**config.mk**
```make
export PLATFORM = sky130hd
export DESIGN_NAME = averaged_temperature_fan_curve
export DESIGN_NICKNAME = d
export VERILOG_FILES = /design/src/rtl/core/atfc_pkg.sv /design/src/rtl/core/atfc_ram.sv /design/src/rtl/core/atfc_div.sv /design/src/rtl/core/atfc_dp.sv /design/src/rtl/core/atfc_ctrl.sv /design/src/rtl/core/averaged_temperature_fan_curve.sv
export SDC_FILE = /design/constraint.sdc
export NUM_CORES = 2
export LEC_CHECK = 0
export BUFFER_PORTS_ARGS = -buffer_cell sky130_fd_sc_hd__buf_2
export CAP_MARGIN = 20
export CORE_MARGIN = 8
export CORE_UTILIZATION = 34
export CTS_BUF_LIST = sky130_fd_sc_hd__clkbuf_8
export DETAILED_ROUTE_END_ITERATION = 10
export PLACE_DENSITY_LB_ADDON = 0.15
export SLEW_MARGIN = 40
export SYNTH_ARGS = -nofsm -noshare
export SYNTH_HDL_FRONTEND = slang
export SYNTH_SLANG_ARGS = --single-unit
```
**constraint.sdc**
```tcl
create_clock -name aclk -period 9.25 [get_ports aclk]
set_input_delay 0 -clock aclk [delete_from_list [all_inputs] [get_ports aclk]]
set_output_delay 0 -clock aclk [all_outputs]
set_load 0.02 [all_outputs]
```
**src/rtl/core/atfc_pkg.sv**
```systemverilog
// ----------------------------------------------------------------------------
// atfc_pkg: shared types and constants for the averaged fan curve block
// Field widths, configuration register codes, and the command and status
// bundles that pass between the controller and the datapath.
// ----------------------------------------------------------------------------
package atfc_pkg;

    localparam int SAMPLE_W   = 18;
    localparam int DUTY_W     = 7;
    localparam int AVG_W      = 5;
    localparam int TEMP_W     = 8;
    localparam int CFG_IDX_W  = 2;
    localparam int CFG_DATA_W = 8;

    // Bits of quotient produced by the serial divider in each mode
    localparam int MEAN_DIV_STEPS = SAMPLE_W;
    localparam int DUTY_DIV_STEPS = DUTY_W;

    localparam logic [DUTY_W-1:0] DUTY_FULL   = 7'd100;
    localparam logic [AVG_W-1:0]  AVG_RESET   = 5'd4;
    localparam logic [TEMP_W-1:0] MIN_T_RESET = 8'd40;
    localparam logic [TEMP_W-1:0] MAX_T_RESET = 8'd70;
    localparam logic [DUTY_W-1:0] LEVEL_RESET = 7'd20;

    typedef enum logic [CFG_IDX_W-1:0] {
        REG_AVG_SAMPLES = 2'd0,
        REG_MIN_TEMP    = 2'd1,
        REG_MAX_TEMP    = 2'd2,
        REG_MIN_LEVEL   = 2'd3
    } cfg_reg_t;

    typedef struct packed {
        logic [AVG_W-1:0]  avg_samples;
        logic [TEMP_W-1:0] min_temp;
        logic [TEMP_W-1:0] max_temp;
        logic [DUTY_W-1:0] min_level;
    } cfg_t;

    typedef struct packed {
        logic sample_load;  // capture the accepted sample, clear fill pointer
        logic fill_write;   // prime one ring slot with the sample
        logic slot_write;   // write the sample at the current write slot
        logic sum_start;    // clear the accumulator and read pointer
        logic sum_read;     // issue one ring read
        logic div_start;    // launch the serial divider
        logic div_duty;     // divider works on the duty ratio (else the mean)
        logic mean_load;    // take the quotient as the mean
        logic mul_lo;       // lower threshold times count
        logic mul_hi;       // upper threshold times count
        logic cmp;          // threshold compare, ramp span and offset
        logic mul_a;        // offset times remaining duty span
        logic mul_b;        // minimum level times ramp span
        logic duty_load;    // take the quotient as the duty
        logic out_load;     // move the result into the output register
    } cmd_t;

    typedef struct packed {
        logic fill_last;
        logic sum_last;
        logic div_done;
        logic le_lo;
        logic ge_hi;
    } status_t;

    // Whole degrees to millidegrees: 1000 = 1024 - 16 - 8
    function automatic logic [SAMPLE_W-1:0] deg_to_milli(input logic [TEMP_W-1:0] deg);
        logic [SAMPLE_W-1:0] d;
        d = SAMPLE_W'(deg);
        return (d << 10) - (d << 4) - (d << 3);
    endfunction

endpackage

```
**src/rtl/core/atfc_ram.sv**
```systemverilog
// ----------------------------------------------------------------------------
// atfc_ram: generic single-port-write, single-port-read RAM
// One write and one registered read per cycle.
// ----------------------------------------------------------------------------
module atfc_ram #(
    parameter int WIDTH = 18,
    parameter int DEPTH = 16,
    localparam int ADDR_W = (DEPTH > 1) ? $clog2(DEPTH) : 1
) (
    input  logic              aclk,
    input  logic              wr_en,
    input  logic [ADDR_W-1:0] wr_addr,
    input  logic [WIDTH-1:0]  wr_data,
    input  logic [ADDR_W-1:0] rd_addr,
    output logic [WIDTH-1:0]  rd_data
);

    logic [WIDTH-1:0] mem_reg [DEPTH];
    logic [WIDTH-1:0] rd_data_reg;

    always_ff @(posedge aclk) begin
        if (wr_en) begin
            mem_reg[wr_addr] <= wr_data;
        end
        rd_data_reg <= mem_reg[rd_addr];
    end

    assign rd_data = rd_data_reg;

endmodule

```
**src/rtl/core/atfc_div.sv**
```systemverilog
// ----------------------------------------------------------------------------
// atfc_div: restoring serial divider, one quotient bit per cycle
// The quotient is known to fit in 18 bits (mean) or 7 bits (duty), so the
// upper dividend bits seed the remainder and only that many steps are run.
// ----------------------------------------------------------------------------
module atfc_div #(
    parameter int DVD_W = 31,
    parameter int DVS_W = 24
) (
    input  logic                          aclk,
    input  logic                          aresetn,
    input  logic                          start,
    input  logic                          duty_mode,
    input  logic [DVD_W-1:0]              dividend,
    input  logic [DVS_W-1:0]              divisor,
    output logic [atfc_pkg::SAMPLE_W-1:0] quotient,
    output logic                          done
);

    localparam int QW    = atfc_pkg::SAMPLE_W;
    localparam int STEPW = $clog2(QW + 1);

    logic [DVS_W-1:0] rem_reg;
    logic [DVS_W-1:0] dvs_reg;
    logic [QW-1:0]    q_reg;
    logic [STEPW-1:0] step_reg;
    logic             done_reg;

    logic [DVS_W+1:0] trial;
    logic [DVS_W-1:0] rem_init;
    logic [QW-1:0]    q_init;

    always_comb begin
        if (duty_mode) begin
            rem_init = DVS_W'(dividend >> atfc_pkg::DUTY_DIV_STEPS);
            q_init   = QW'(dividend[atfc_pkg::DUTY_DIV_STEPS-1:0])
                       << (QW - atfc_pkg::DUTY_DIV_STEPS);
        end else begin
            rem_init = DVS_W'(dividend >> atfc_pkg::MEAN_DIV_STEPS);
            q_init   = dividend[QW-1:0];
        end
    end

    assign trial = {1'b0, rem_reg, q_reg[QW-1]} - {2'b00, dvs_reg};

    always_ff @(posedge aclk) begin
        if (!aresetn) begin
            step_reg <= '0;
            done_reg <= 1'b0;
        end else begin
            done_reg <= 1'b0;
            if (start) begin
                step_reg <= duty_mode ? STEPW'(atfc_pkg::DUTY_DIV_STEPS)
                                      : STEPW'(atfc_pkg::MEAN_DIV_STEPS);
            end else if (step_reg != '0) begin
                step_reg <= step_reg - 1'b1;
                done_reg <= (step_reg == STEPW'(1));
            end
        end
    end

    always_ff @(posedge aclk) begin
        if (start) begin
            rem_reg <= rem_init;
            q_reg   <= q_init;
            dvs_reg <= divisor;
        end else if (step_reg != '0) begin
            if (!trial[DVS_W+1]) begin
                rem_reg <= trial[DVS_W-1:0];
                q_reg   <= {q_reg[QW-2:0], 1'b1};
            end else begin
                rem_reg <= {rem_reg[DVS_W-2:0], q_reg[QW-1]};
                q_reg   <= {q_reg[QW-2:0], 1'b0};
            end
        end
    end

    assign quotient = q_reg;
    assign done     = done_reg;

endmodule

```
**src/rtl/core/atfc_dp.sv**
```systemverilog
// ----------------------------------------------------------------------------
// atfc_dp: datapath of the averaged fan curve
// Sample ring, running sum, shared multiplier, threshold compare, serial
// divider and result registers, all stepped by the controller's commands.
// ----------------------------------------------------------------------------
module atfc_dp #(
    parameter int RING_DEPTH = 16
) (
    input  logic                          aclk,
    input  logic                          aresetn,
    input  atfc_pkg::cfg_t                cfg,
    input  atfc_pkg::cmd_t                cmd,
    output atfc_pkg::status_t             status,
    input  logic [atfc_pkg::SAMPLE_W-1:0] sample_in,
    output logic [atfc_pkg::SAMPLE_W-1:0] mean_out,
    output logic [atfc_pkg::DUTY_W-1:0]   duty_out
);

    localparam int SW      = atfc_pkg::SAMPLE_W;
    localparam int DW      = atfc_pkg::DUTY_W;
    localparam int ADDR_W  = (RING_DEPTH > 1) ? $clog2(RING_DEPTH) : 1;
    localparam int CNT_W   = $clog2(RING_DEPTH + 1);
    localparam int SUM_W   = SW + ADDR_W;
    localparam int MUL_A_W = SW + CNT_W;
    localparam int MUL_B_W = (CNT_W > DW) ? CNT_W : DW;
    localparam int PROD_W  = MUL_A_W + MUL_B_W;
    localparam int TERM_W  = MUL_A_W + DW;
    localparam int DVD_W   = TERM_W + 1;
    localparam int DVS_W   = MUL_A_W + 1;

    logic [SW-1:0]      sample_reg;
    logic [ADDR_W-1:0]  write_slot_reg;
    logic [ADDR_W-1:0]  write_slot_next;
    logic [ADDR_W-1:0]  fill_idx_reg;
    logic [CNT_W-1:0]   rd_idx_reg;
    logic               acc_en_reg;
    logic [SUM_W-1:0]   sum_reg;
    logic [SW-1:0]      mean_reg;
    logic [MUL_A_W-1:0] lo_reg;
    logic [MUL_A_W-1:0] hi_reg;
    logic [MUL_A_W-1:0] den_reg;
    logic [MUL_A_W-1:0] diff_reg;
    logic [TERM_W-1:0]  term_a_reg;
    logic [TERM_W-1:0]  term_b_reg;
    logic [DW-1:0]      duty_reg;
    logic [SW-1:0]      mean_out_reg;
    logic [DW-1:0]      duty_out_reg;

    logic [CNT_W-1:0]   n_eff;
    logic [DW-1:0]      level;
    logic [CNT_W-1:0]   slot_cur;
    logic [CNT_W-1:0]   slot_inc;
    logic [CNT_W-1:0]   slot_ext;
    logic               ram_we;
    logic [ADDR_W-1:0]  ram_waddr;
    logic [SW-1:0]      ram_rdata;
    logic [MUL_A_W-1:0] mul_a;
    logic [MUL_B_W-1:0] mul_b;
    logic [PROD_W-1:0]  product;
    logic [MUL_A_W-1:0] sum_ext;
    logic [TERM_W-1:0]  num;
    logic [DVD_W-1:0]   dividend;
    logic [DVS_W-1:0]   divisor;
    logic [SW-1:0]      quotient;
    logic               div_done;

    // Averaging count: zero counts as one, saturates at the ring depth
    always_comb begin
        priority if (cfg.avg_samples == '0) begin
            n_eff = CNT_W'(1);
        end else if (32'(cfg.avg_samples) > RING_DEPTH) begin
            n_eff = CNT_W'(RING_DEPTH);
        end else begin
            n_eff = CNT_W'(cfg.avg_samples);
        end
    end

    assign level = (cfg.min_level > atfc_pkg::DUTY_FULL) ? atfc_pkg::DUTY_FULL
                                                         : cfg.min_level;

    // A write slot left beyond a lowered count restarts at slot 0
    assign slot_ext        = CNT_W'(write_slot_reg);
    assign slot_cur        = (slot_ext >= n_eff) ? '0 : slot_ext;
    assign slot_inc        = slot_cur + 1'b1;
    assign write_slot_next = (slot_inc >= n_eff) ? '0 : ADDR_W'(slot_inc);

    assign ram_we    = cmd.fill_write | cmd.slot_write;
    assign ram_waddr = cmd.fill_write ? fill_idx_reg : slot_cur[ADDR_W-1:0];

    atfc_ram #(
        .WIDTH (SW),
        .DEPTH (RING_DEPTH)
    ) u_ring (
        .aclk    (aclk),
        .wr_en   (ram_we),
        .wr_addr (ram_waddr),
        .wr_data (sample_reg),
        .rd_addr (rd_idx_reg[ADDR_W-1:0]),
        .rd_data (ram_rdata)
    );

    // Shared multiplier
    always_comb begin
        priority if (cmd.mul_lo) begin
            mul_a = MUL_A_W'(atfc_pkg::deg_to_milli(cfg.min_temp));
            mul_b = MUL_B_W'(n_eff);
        end else if (cmd.mul_hi) begin
            mul_a = MUL_A_W'(atfc_pkg::deg_to_milli(cfg.max_temp));
            mul_b = MUL_B_W'(n_eff);
        end else if (cmd.mul_a) begin
            mul_a = diff_reg;
            mul_b = MUL_B_W'(atfc_pkg::DUTY_FULL - level);
        end else begin
            mul_a = den_reg;
            mul_b = MUL_B_W'(level);
        end
    end

    assign product = PROD_W'(mul_a) * PROD_W'(mul_b);

    assign sum_ext = MUL_A_W'(sum_reg);
    assign num     = term_a_reg + term_b_reg;

    always_comb begin
        if (cmd.div_duty) begin
            dividend = {num, 1'b0} + DVD_W'(den_reg);
            divisor  = {den_reg, 1'b0};
        end else begin
            dividend = DVD_W'(sum_reg);
            divisor  = DVS_W'(n_eff);
        end
    end

    atfc_div #(
        .DVD_W (DVD_W),
        .DVS_W (DVS_W)
    ) u_div (
        .aclk      (aclk),
        .aresetn   (aresetn),
        .start     (cmd.div_start),
        .duty_mode (cmd.div_duty),
        .dividend  (dividend),
        .divisor   (divisor),
        .quotient  (quotient),
        .done      (div_done)
    );

    always_ff @(posedge aclk) begin
        if (!aresetn) begin
            write_slot_reg <= '0;
            acc_en_reg     <= 1'b0;
        end else begin
            acc_en_reg <= cmd.sum_read;
            if (cmd.slot_write) begin
                write_slot_reg <= write_slot_next;
            end
        end
    end

    always_ff @(posedge aclk) begin
        if (cmd.sample_load) begin
            sample_reg   <= sample_in;
            fill_idx_reg <= '0;
        end else if (cmd.fill_write) begin
            fill_idx_reg <= fill_idx_reg + 1'b1;
        end

        if (cmd.sum_start) begin
            rd_idx_reg <= '0;
            sum_reg    <= '0;
        end else begin
            if (cmd.sum_read) begin
                rd_idx_reg <= rd_idx_reg + 1'b1;
            end
            if (acc_en_reg) begin
                sum_reg <= sum_reg + SUM_W'(ram_rdata);
            end
        end

        if (cmd.mean_load) begin
            mean_reg <= quotient;
        end
        if (cmd.mul_lo) begin
            lo_reg <= MUL_A_W'(product);
        end
        if (cmd.mul_hi) begin
            hi_reg <= MUL_A_W'(product);
        end
        if (cmd.cmp) begin
            den_reg  <= hi_reg - lo_reg;
            diff_reg <= sum_ext - lo_reg;
            duty_reg <= status.le_lo ? level : atfc_pkg::DUTY_FULL;
        end
        if (cmd.mul_a) begin
            term_a_reg <= TERM_W'(product);
        end
        if (cmd.mul_b) begin
            term_b_reg <= TERM_W'(product);
        end
        if (cmd.duty_load) begin
            duty_reg <= quotient[DW-1:0];
        end
        if (cmd.out_load) begin
            mean_out_reg <= mean_reg;
            duty_out_reg <= duty_reg;
        end
    end

    assign status.fill_last = (fill_idx_reg == ADDR_W'(RING_DEPTH - 1));
    assign status.sum_last  = (rd_idx_reg == n_eff - 1'b1);
    assign status.div_done  = div_done;
    assign status.le_lo     = (sum_ext <= lo_reg);
    assign status.ge_hi     = (sum_ext >= hi_reg);

    assign mean_out = mean_out_reg;
    assign duty_out = duty_out_reg;

endmodule

```
**src/rtl/core/atfc_ctrl.sv**
```systemverilog
// ----------------------------------------------------------------------------
// atfc_ctrl: sequencing state machine of the averaged fan curve
// Primes the ring on the first sample, then steps write, sum, mean division,
// threshold compare, duty division if the mean is on the ramp, then output.
// ----------------------------------------------------------------------------
module atfc_ctrl (
    input  logic              aclk,
    input  logic              aresetn,
    input  logic              s_valid,
    output logic              s_ready,
    output logic              m_valid,
    input  logic              m_ready,
    input  atfc_pkg::status_t status,
    output atfc_pkg::cmd_t    cmd
);

    typedef enum logic [14:0] {
        ST_IDLE  = 15'h0001,
        ST_FILL  = 15'h0002,
        ST_WRITE = 15'h0004,
        ST_SUM   = 15'h0008,
        ST_DRAIN = 15'h0010,
        ST_MDIV  = 15'h0020,
        ST_MWAIT = 15'h0040,
        ST_MULLO = 15'h0080,
        ST_MULHI = 15'h0100,
        ST_CMP   = 15'h0200,
        ST_MULA  = 15'h0400,
        ST_MULB  = 15'h0800,
        ST_DDIV  = 15'h1000,
        ST_DWAIT = 15'h2000,
        ST_OUT   = 15'h4000
    } state_t;

    state_t state_reg;
    state_t state_next;
    logic   primed_reg;
    logic   primed_next;
    logic   m_valid_reg;
    logic   m_valid_next;

    always_comb begin
        state_next   = state_reg;
        primed_next  = primed_reg;
        m_valid_next = m_valid_reg & ~m_ready;
        cmd          = '0;

        unique case (state_reg)
            ST_IDLE: begin
                if (s_valid) begin
                    cmd.sample_load = 1'b1;
                    state_next      = primed_reg ? ST_WRITE : ST_FILL;
                end
            end
            ST_FILL: begin
                cmd.fill_write = 1'b1;
                if (status.fill_last) begin
                    primed_next = 1'b1;
                    state_next  = ST_WRITE;
                end
            end
            ST_WRITE: begin
                cmd.slot_write = 1'b1;
                cmd.sum_start  = 1'b1;
                state_next     = ST_SUM;
            end
            ST_SUM: begin
                cmd.sum_read = 1'b1;
                if (status.sum_last) begin
                    state_next = ST_DRAIN;
                end
            end
            ST_DRAIN: begin
                // last read data lands in the accumulator here
                state_next = ST_MDIV;
            end
            ST_MDIV: begin
                cmd.div_start = 1'b1;
                state_next    = ST_MWAIT;
            end
            ST_MWAIT: begin
                if (status.div_done) begin
                    cmd.mean_load = 1'b1;
                    state_next    = ST_MULLO;
                end
            end
            ST_MULLO: begin
                cmd.mul_lo = 1'b1;
                state_next = ST_MULHI;
            end
            ST_MULHI: begin
                cmd.mul_hi = 1'b1;
                state_next = ST_CMP;
            end
            ST_CMP: begin
                cmd.cmp    = 1'b1;
                state_next = (status.le_lo || status.ge_hi) ? ST_OUT : ST_MULA;
            end
            ST_MULA: begin
                cmd.mul_a  = 1'b1;
                state_next = ST_MULB;
            end
            ST_MULB: begin
                cmd.mul_b  = 1'b1;
                state_next = ST_DDIV;
            end
            ST_DDIV: begin
                cmd.div_start = 1'b1;
                cmd.div_duty  = 1'b1;
                state_next    = ST_DWAIT;
            end
            ST_DWAIT: begin
                cmd.div_duty = 1'b1;
                if (status.div_done) begin
                    cmd.duty_load = 1'b1;
                    state_next    = ST_OUT;
                end
            end
            ST_OUT: begin
                if (!m_valid_reg || m_ready) begin
                    cmd.out_load = 1'b1;
                    m_valid_next = 1'b1;
                    state_next   = ST_IDLE;
                end
            end
            default: begin
                state_next = ST_IDLE;
            end
        endcase
    end

    always_ff @(posedge aclk) begin
        if (!aresetn) begin
            state_reg   <= ST_IDLE;
            primed_reg  <= 1'b0;
            m_valid_reg <= 1'b0;
        end else begin
            state_reg   <= state_next;
            primed_reg  <= primed_next;
            m_valid_reg <= m_valid_next;
        end
    end

    assign s_ready = (state_reg == ST_IDLE);
    assign m_valid = m_valid_reg;

endmodule

```
**src/rtl/core/averaged_temperature_fan_curve.sv**
```systemverilog
// ----------------------------------------------------------------------------
// averaged_temperature_fan_curve: moving-average temperature to fan duty
// Each sample (millidegrees) enters a ring; the mean of the last n samples
// and a linear fan curve duty (percent) come out as one result.
//
// Usage:
//   s_ channel: one sample per transaction (valid/ready).
//   m_ channel: mean and duty per transaction; one result per sample.
//   cfg_ channel: register index and data; always ready, write while idle.
// Sequence: the ring is read out one slot per cycle over n slots (n the
//   effective averaging count), the serial divider forms the mean (18
//   quotient bits) and, only when the mean lies on the ramp, the duty (7
//   quotient bits). The first sample after reset primes every ring slot.
// Flow: a new sample is taken only after the previous result has moved
//   into the output register; that register holds a finished result
//   while the next sample is already taken.
// Reset: configuration returns to defaults, the ring counts as unprimed.
// Stall: with m_ready low, a completed result waits in the sequencer until
//   the output register frees up; s_ready stays low meanwhile.
// ----------------------------------------------------------------------------
module averaged_temperature_fan_curve #(
    parameter int RING_DEPTH = 16
) (
    input  logic                            aclk,
    input  logic                            aresetn,
    input  logic                            s_valid,
    output logic                            s_ready,
    input  logic [atfc_pkg::SAMPLE_W-1:0]   s_sample_milli,
    output logic                            m_valid,
    input  logic                            m_ready,
    output logic [atfc_pkg::SAMPLE_W-1:0]   m_mean_milli,
    output logic [atfc_pkg::DUTY_W-1:0]     m_fan_duty,
    input  logic                            cfg_valid,
    output logic                            cfg_ready,
    input  logic [atfc_pkg::CFG_IDX_W-1:0]  cfg_index,
    input  logic [atfc_pkg::CFG_DATA_W-1:0] cfg_data
);

    atfc_pkg::cfg_t    cfg_reg;
    atfc_pkg::cmd_t    cmd;
    atfc_pkg::status_t status;

    assign cfg_ready = 1'b1;

    always_ff @(posedge aclk) begin
        if (!aresetn) begin
            cfg_reg.avg_samples <= atfc_pkg::AVG_RESET;
            cfg_reg.min_temp    <= atfc_pkg::MIN_T_RESET;
            cfg_reg.max_temp    <= atfc_pkg::MAX_T_RESET;
            cfg_reg.min_level   <= atfc_pkg::LEVEL_RESET;
        end else if (cfg_valid) begin
            unique case (atfc_pkg::cfg_reg_t'(cfg_index))
                atfc_pkg::REG_AVG_SAMPLES:
                    cfg_reg.avg_samples <= cfg_data[atfc_pkg::AVG_W-1:0];
                atfc_pkg::REG_MIN_TEMP:
                    cfg_reg.min_temp    <= cfg_data[atfc_pkg::TEMP_W-1:0];
                atfc_pkg::REG_MAX_TEMP:
                    cfg_reg.max_temp    <= cfg_data[atfc_pkg::TEMP_W-1:0];
                atfc_pkg::REG_MIN_LEVEL:
                    cfg_reg.min_level   <= cfg_data[atfc_pkg::DUTY_W-1:0];
                default: begin
                end
            endcase
        end
    end

    atfc_ctrl u_ctrl (
        .aclk    (aclk),
        .aresetn (aresetn),
        .s_valid (s_valid),
        .s_ready (s_ready),
        .m_valid (m_valid),
        .m_ready (m_ready),
        .status  (status),
        .cmd     (cmd)
    );

    atfc_dp #(
        .RING_DEPTH (RING_DEPTH)
    ) u_dp (
        .aclk      (aclk),
        .aresetn   (aresetn),
        .cfg       (cfg_reg),
        .cmd       (cmd),
        .status    (status),
        .sample_in (s_sample_milli),
        .mean_out  (m_mean_milli),
        .duty_out  (m_fan_duty)
    );

    // One sample in flight at a time
    assert property (@(posedge aclk) disable iff (!aresetn)
        (s_valid && s_ready) |=> !s_ready)
        else $error("second sample accepted while one is in flight");

    // The output register is never overwritten while it holds an untaken result
    assert property (@(posedge aclk) disable iff (!aresetn)
        (cmd.out_load && m_valid) |-> m_ready)
        else $error("pending result overwritten");

    // Duty stays within percent range
    assert property (@(posedge aclk) disable iff (!aresetn)
        m_valid |-> (m_fan_duty <= atfc_pkg::DUTY_FULL))
        else $error("fan duty above full scale");

    // Divider completion only comes while the sequencer waits on it
    assert property (@(posedge aclk) disable iff (!aresetn)
        status.div_done |-> !s_ready)
        else $error("divider finished while idle");

endmodule
```
==> summary.txt <==
Routed Antenna Nets -> 0
r2r setup slk -> 1.10 ns
Worst Setup End Kind -> flop
max reg flops -> 288
dominant cell type by area after synthesis -> edfxtp_1
RSZ-0062 raised after global routing -> false
setup TNS -> 0 ns
Die Footprint -> 0.1261 mm2
Max Cap Viol -> 0
Setup Skew -> 0.05783 ns
GPL Wtd Cong -> 0.8861
Slew Limit Fails -> 0
CP max stage delay -> 0.58 ns
root buf cell -> clkbuf_8
Distinct cells, synth -> 90
CP max stage cell -> a21oi_2
clock power share -> 30.3%
postcts setup bufs -> 0
met1 GRT Util -> 24.66%
crit path from -> u_ctrl.state_reg[9]
dpl cell area -> 0.04169 mm2
max_slew headroom -> 36.95%
core area -> 0.1142 mm2
maximum clock rate -> 122.7 MHz
Hold WS -> 0.1115 ns
htree depth -> 3
CTS Sinks -> 679
First-pass DRT Iterations -> 5
Clock Latency Late Sink -> 0.81 ns
critical path peak fanout -> 26
initial drt markers -> 1869
final net count -> 3955
largest net degree at the start of global routing -> 44
hpwl dp -> 83.56 mm
Vias -> 26436
gr usage total -> 17.37%
post-CTS sizing -> 0
worst-case reg-to-reg path depth -> 27
sw frac -> 31.56%
CP Buf/Inv Count -> 4
combinational group share of total power -> 23.8%
cts hold-fix bufs -> 70
register share of total power -> 46.0%
share of cells above drive strength 1 -> 12.12%
GR Layer Usage met2 -> 27.56%
Syn Nets -> 3744
Filler cells -> 11223
worst r2r dst -> u_dp.term_b_reg[28]
Gate Count Post-Synth -> 3337
CTS tree -> built
crit share post-route -> 88.09%
Worst EP required -> 9.75 ns
Area contributors post-synth -> edfxtp_1 44%, ha_1 8.4%, fa_1 5.7%
PortBufs -> 59
Via density -> 5.119
antenna violations before repair -> 3
Site Rows -> 124
Final min period -> 8.148 ns
R2R Path Start -> u_ctrl.state_reg[9]
Lkg Pwr -> 0.01716 uW
first-pass GRT wire length -> 169.1 mm
crit-path most repeated cell -> fa_1
CTS max path bufs -> 3
CP Class -> flop to flop
Synth Cell Area -> 0.03911 mm2
sequential share of the synthesized area -> 49.45%
Critical Path Source Type -> flop
arrival time worst endpoint -> 8.65 ns
die width -> 355.1 um
synthesis-to-finish area growth -> 14.29%
P_int -> 5957 uW
Seq cells post-synth -> 679
vias in the first global route -> 26888
worst slew pin tran -> 0.9385 ns
Peak VDD IR -> 0.1208 mV
Hold WC Path Type -> input pin to flop
final setup vio count -> 0
Initial Util -> 34.25%
DRC Markers -> 0
share of synthesized registers carrying an async set or reset -> 0%
final hold viol count -> 0
outcome -> complete, no violations
routed length per instance -> 21.62 um
Clock transition at path regs -> 0.06 ns
sw power -> 2747 uW
path length in cells of the critical path -> 27
total global routing overflow -> 0
Synth Flop Type -> edfxtp_1
IO Pins -> 61
Die Ht -> 355.1 um
Post-synth EDFFs -> 574
CTS Buf Count -> 115
Synth top area share -> 44.08%
P per Cell Area -> 194.8 mW/mm2
final wirelength -> 111.7 mm
termination of the worst setup path -> u_dp.term_b_reg[28]
warnings from Yosys -> 0
post-route cell area -> 0.04469 mm2
CP delay by family, top -> adder cells
syn avg cell area -> 11.72 um2
M3 GR Usage -> 2.814%
most used routing layer in global routing -> met2
[per-stage QoR]
step | cells | util, % | total power [uW] | setup WS, ns
detailed placement | 4872 | 36.51 | 6124 | 1.088
finish | 5164 | 39.14 | 8704 | 1.102
global route | 5161 | 39.13 | 9211 | 0.5216
global placement | 4863 | 36.28 | 6107 | 1.261
CTS | 5158 | 39.10 | 8823 | 1.058
floorplan | 3337 | - | 5457 | 0.9504
[final cells by class]
| cell class | instances | area, um2 | share of cell area, % |
|---|---|---|---|
| clock inverter | 94 | 575.6 | 1.288 |
| sequential | 679 | 19350 | 43.29 |
| antenna | 5 | 12.51 | 0.02800 |
| inverter | 267 | 1007 | 2.254 |
| multi-input combinational | 2295 | 18570 | 41.55 |
| timing repair buffer | 190 | 1608 | 3.597 |
| clock buffer | 122 | 1679 | 3.757 |
| tap | 1512 | 1892 | 4.233 |
[cells in the mapped netlist, drive strengths merged (25+ instances only)]
cell type    n
a211oi      30
a21o        75
a21oi      200
and2        42
and3        32
buf         31
clkbuf      65
dfxtp      105
edfxtp     574
fa         112
ha         262
inv        267
mux2i       47
mux4        90
nand2      215
nand2b      25
nand3       41
nor2       325
nor2b       43
nor3        68
o21a        38
o21ai      133
o22ai       25
or2         28
or3         40
xnor2      122
xor2        63
[cell usage in the layout, fill, tap and decap left out, types with 27 or more instances in the layout]
cell,instances
a211oi_1,30
mux2i_1,46
xnor2_1,122
nor2b_1,42
fa_1,112
mux4_2,90
edfxtp_1,574
xor2_1,63
clkinv_1,27
nor2_1,306
inv_1,304
clkbuf_8,122
nor3_1,64
buf_4,50
and3_1,31
a21o_1,75
a21oi_1,197
o21ai_0,131
o21a_1,38
nand3_1,40
dfxtp_1,102
dlygate4sd3_1,70
nand2_1,213
and2_1,42
ha_1,262
or3_1,38
buf_2,59
[worst min path at each step]
stage	start	endpoint	slack, ns	depth (start not counted)
after floorplan	s_sample_milli[0]	u_dp.sample_reg[0]	0.1	0
after global placement	s_sample_milli[0]	u_dp.sample_reg[0]	0.18	1
after detailed placement	s_sample_milli[5]	u_dp.sample_reg[5]	0.18	1
after CTS	cfg_data[6]	cfg_reg[21]	0.04	4
after global routing	cfg_data[5]	cfg_reg[20]	0.10	4
final	cfg_data[6]	cfg_reg[21]	0.11	4
[power groups by stage]
stage | logic, uW | clock network (uW) | registers (uW)
floorplan | 1540 | 0 | 3920
global placement | 2040 | 0 | 4070
detailed placement | 2060 | 0 | 4070
CTS | 2090 | 2720 | 4000
global route | 2340 | 2840 | 4030
finish | 2070 | 2630 | 4000
[worst min-delay path, stage by stage]
cell           delay [ns]
dlygate4sd3_1        0.53
buf_2                0.14
mux2i_1              0.07
nor2_1               0.09
[cells by family after synthesis]
family / after synthesis / share of synthesized area (%)
AND/OR/NAND/NOR: 938 / 11.49
multiplexers: 139 / 6.444
other: 1 / 0.009590
XOR/XNOR: 185 / 4.143
flip-flops: 679 / 49.45
buffers and inverters: 363 / 3.612
adder cells (fa/ha/maj): 374 / 14.12
AO/OA/AOI/OAI: 658 / 10.73
[routing by layer]
| metal | up-vias | routed length (um) |
|---|---|---|
| li1 | 12631 | - |
| met1 | 13123 | 53660 |
| met5 | - | 0 |
| met2 | 538 | 50410 |
| met4 | 0 | 2662 |
| met3 | 144 | 4925 |
Note: power is estimated with default switching activity, not from simulation.
